<file path="src/sle_pkg.sv">
package sle_pkg;

    typedef enum logic [1:0] {
        FN_INSERT = 2'd0,
        FN_DELETE = 2'd1,
        FN_LOCATE = 2'd2,
        FN_CLEAR  = 2'd3
    } t_func;

    typedef enum logic [1:0] {
        ST_OK       = 2'd0,
        ST_FULL     = 2'd1,
        ST_BADPOS   = 2'd2,
        ST_NOTFOUND = 2'd3
    } t_status;

    typedef enum logic [1:0] {
        S_IDLE = 2'd0,
        S_SCAN = 2'd1,
        S_RES  = 2'd2
    } t_state;

    localparam int VALUE_W = 32;
    localparam int POS_W   = 7;

    // broadcast to every cell of the row
    typedef struct packed {
        logic               ins;
        logic               del;
        logic [VALUE_W-1:0] value;
    } t_cell_ctl;

endpackage

</file>
<file path="src/sle_cell.sv">
module sle_cell #(
    parameter int DEPTH = 64,
    parameter int IDX   = 0,
    localparam int CW   = $clog2(DEPTH + 1)
) (
    input  logic                          i_clk,
    input  sle_pkg::t_cell_ctl            i_ctl,
    input  logic [CW-1:0]                 i_pos0,
    input  logic [CW-1:0]                 i_count,
    input  logic [sle_pkg::VALUE_W-1:0]   i_prev_data,
    input  logic [sle_pkg::VALUE_W-1:0]   i_next_data,
    output logic [sle_pkg::VALUE_W-1:0]   o_data,
    output logic                          o_match
);
    import sle_pkg::*;

    localparam logic [CW-1:0] MY_IDX = CW'(IDX);

    logic [VALUE_W-1:0] r_data;
    logic [VALUE_W-1:0] n_data;

    always_comb begin
        n_data = r_data;
        if (i_ctl.ins) begin
            if (MY_IDX > i_pos0) begin
                n_data = i_prev_data;
            end else if (MY_IDX == i_pos0) begin
                n_data = i_ctl.value;
            end
        end else if (i_ctl.del) begin
            if (MY_IDX >= i_pos0) begin
                n_data = i_next_data;
            end
        end
    end

    always_ff @(posedge i_clk) begin
        r_data <= n_data;
    end

    assign o_data  = r_data;
    assign o_match = (MY_IDX < i_count) && (r_data == i_ctl.value);

endmodule

</file>
<file path="config.mk">
export PLATFORM = sky130hd
export DESIGN_NAME = sle_cell
export DESIGN_NICKNAME = d
export VERILOG_FILES = /design/src/sle_pkg.sv /design/src/sle_cell.sv
export SDC_FILE = /design/constraint.sdc
export NUM_CORES = 1
export LEC_CHECK = 0
export ABC_AREA = 1
export ABC_CLOCK_PERIOD_IN_PS = 5400
export BUFFER_PORTS_ARGS = -buffer_cell sky130_fd_sc_hd__buf_2
export CAP_MARGIN = 25
export CORE_ASPECT_RATIO = 1.25
export CORE_MARGIN = 2
export CORE_UTILIZATION = 35
export CTS_CLUSTER_SIZE = 28
export DETAILED_ROUTE_END_ITERATION = 16
export GPL_TIMING_DRIVEN = 0
export PLACE_DENSITY = 0.75
export SKIP_CTS_REPAIR_TIMING = 1
export SLEW_MARGIN = 20
export SYNTH_ARGS = -nofsm -noshare
export SYNTH_HDL_FRONTEND = slang
export SYNTH_SLANG_ARGS = --single-unit
</file>
<file path="constraint.sdc">
create_clock -name i_clk -period 5.4 [get_ports i_clk]
set_input_delay 0.54 -clock i_clk [delete_from_list [all_inputs] [get_ports i_clk]]
set_output_delay 0.54 -clock i_clk [all_outputs]
set_load 0.01 [all_outputs]
</file>
==> results.cfg <==
[power]
leakage_nw = 1.42
power_mw = 0.530
clkPwrFrac = 0.327
peakVddDrop_uv = 110
p_comb_frac = 0.149
intPower_mw = 0.405
p_seq_frac = 0.524
p_sw_frac = 0.236
p_sw_mw = 0.125
power_density_nw_per_um2 = 198

[floorplanning]
start_util = 0.357
die_w_um = 70.2
die_y_um = 86.7
pin_count = 146
rows = 30
dieArea_um2 = 6080
core_um2 = 5370

[synthesis]
syn_area_um2 = 1920
synth_fp_nets = 372
synth_top_cell_by_area = edfxtp_1
synthFlopType = edfxtp_1
yosys.cell_types.count = 16
synth_top_area_frac = 0.502
postSynthCellCount = 259
yosys_warnings = 0
synthTopCellsByCount = nand2_1, inv_1, edfxtp_1, o21ai_0, nor2_1
synth_area_leaders = edfxtp_1, nand2_1, inv_1
yosysSeqAreaShare = 0.502
synth_most_common_cell = nand2_1
synthArstFlopShare = 0
synth_seq_cells = 32
syn_area_per_cell_um2 = 7.40
synth_edf_count = 32

[setup_path]
crit_path_frequent_cell = nor2_1
cp_cell_sequence = nand2_1 -> o21ai_0 -> or2_1 -> nor2_1 -> nand3_1 -> nor2_1 -> buf_2
arrival_ps = 1520
critPathLaunch = o_data[3]$_DFFE_PP_
slowest_delay_ps = 410
cp.required_ps = 4860
crit_slowest_cell = edfxtp_1
cp-endpoint = o_match
cp_max_fo = 3
cp-end-kind = primary output
critPathKind = flip-flop to primary output
cp-start-kind = flip-flop

[sta]
period_share = 0.381
hold_viol = 0
rsz0062_at_grt = false
slew_viol_final = 0
setup_viol = 0
period_needed_ps = 2060
worstMarginPinSlew_ps = 534
max_freq_mhz = 486
slew_headroom = 0.644
finalWorstSetupSlack_ps = 3340

[clock_network]
htreeDepth = 2
numClockSinks = 32
cts_tree = done
clk_pin_slew_ps = 70
cts_buffers = 5
cts_max_path_buffers = 2
cts_root_buf = clkbuf_8

[place]
io_buffers = 113
dp_hpwl_um = 4080
post-place-ws_ps = 3190
place.gp.congestion = 0.842
dpl-instance-area_um2 = 2590
dp.cells = 441

[layout]
finalNetCount = 497
fillCellCount = 552
drive_above_1_share = 0.330
layout.cells.non_filler = 449
largest_reg_flops = 32
design_area_um2 = 2670
fin_util = 0.498
diodes = 0
area_delta_synth_final_pct = 39.5

[drt]
ant_nets = 0
vias = 2022
first_pass_iters = 4
vias_per_cell = 4.50
first_iter_violations = 116
wl_per_cell_um = 11.2
drc = 0
drt-total-wl_um = 5010

[grt]
grt_pass1_vias = 1837
overflow = 0
grt_antenna_before_repair = 0
grt_pass1_wl_um = 7990
grt_use_total = 0.167
grt_start_max_net_pins = 11

[outcome]
status = complete, no violations

[flow_run]
drv_cap = 0

[hold_path]
hold_class = input port to flip-flop
[per-layer routing]
metal / up-vias / GRT usage / routed length [µm]
met4: 0 / 0.0524 / 61
met5: - / 0 / 0
met1: 878 / 0.199 / 2050
li1: 1051 / - / -
met2: 88 / 0.300 / 2530
met3: 5 / 0.0372 / 375
[worst min path at each step]
stage	startpoint	to	slack, ps	depth (start not counted)
6_report	i_next_data[5]	o_data[5]$_DFFE_PP_	520	3
5_1_grt	i_next_data[5]	o_data[5]$_DFFE_PP_	520	3
4_1_cts	i_next_data[5]	o_data[5]$_DFFE_PP_	510	3
3_5_place_dp	i_next_data[5]	o_data[5]$_DFFE_PP_	810	3
3_3_place_gp	i_next_data[5]	o_data[5]$_DFFE_PP_	800	3
2_1_floorplan	i_next_data[11]	o_data[11]$_DFFE_PP_	720	2
[cells by family (layout without fill, tap and decap cells)]
kind of cell / count (synthesis) / after routing / share of synthesized area
flip-flops: 32 / 32 / 0.502
buffers and inverters: 44 / 170 / 0.0875
XOR/XNOR: 10 / 10 / 0.0457
AND/OR/NAND/NOR: 144 / 144 / 0.288
AO/OA/AOI/OAI: 29 / 29 / 0.0771
[cell usage in the layout, fill, tap and decap left out, drive strengths merged]
cell type  netlist  layout
buf              2     120
clkbuf           4      11
clkinv           0       1
edfxtp          32      32
inv             38      38
nand2          117     117
nand3            2       2
nor2            21      21
nor2b            1       1
nor3             1       1
nor4             1       1
o211ai           1       1
o21ai           28      28
or2              1       1
xnor2           10      10
[through the flow]
stage | TNS [ps] | hold WS [ps]
floorplan | 0 | 719
global placement | -17810 | 804
detailed placement | 0 | 807
CTS | 0 | 510
global route | 0 | 520
finish | 0 | 522
[layout make-up]
type | instances | area (µm²) | share of cell area
Tap cell | 64 | 80.1 | 0.0300
Sequential cell | 32 | 961 | 0.360
Clock inverter | 1 | 3.75 | 0.00140
Clock buffer | 7 | 76.3 | 0.0286
Timing Repair Buffer | 118 | 591 | 0.221
Inverter | 38 | 143 | 0.0534
Buffer | 6 | 25.0 | 0.00936
Multi-Input combinational cell | 183 | 793 | 0.297
[power by group through the flow]
stage	Clock, mW	Sequential, mW	Combinational, mW
6_report	0.173	0.278	0.0792
5_1_grt	0.188	0.278	0.0917
4_1_cts	0.180	0.278	0.0804
3_5_place_dp	0	0.283	0.0802
3_3_place_gp	0	0.283	0.0774
2_1_floorplan	0	0.284	0.0364
[critical path, delay by kind of cell, from the launching register on]
kind | cells | cell delay (ps)
simple gates | 5 | 640
flops | 1 | 410
buf+inv | 1 | 140
compound gates | 1 | 60
Power figures use the tool's default switching activity.
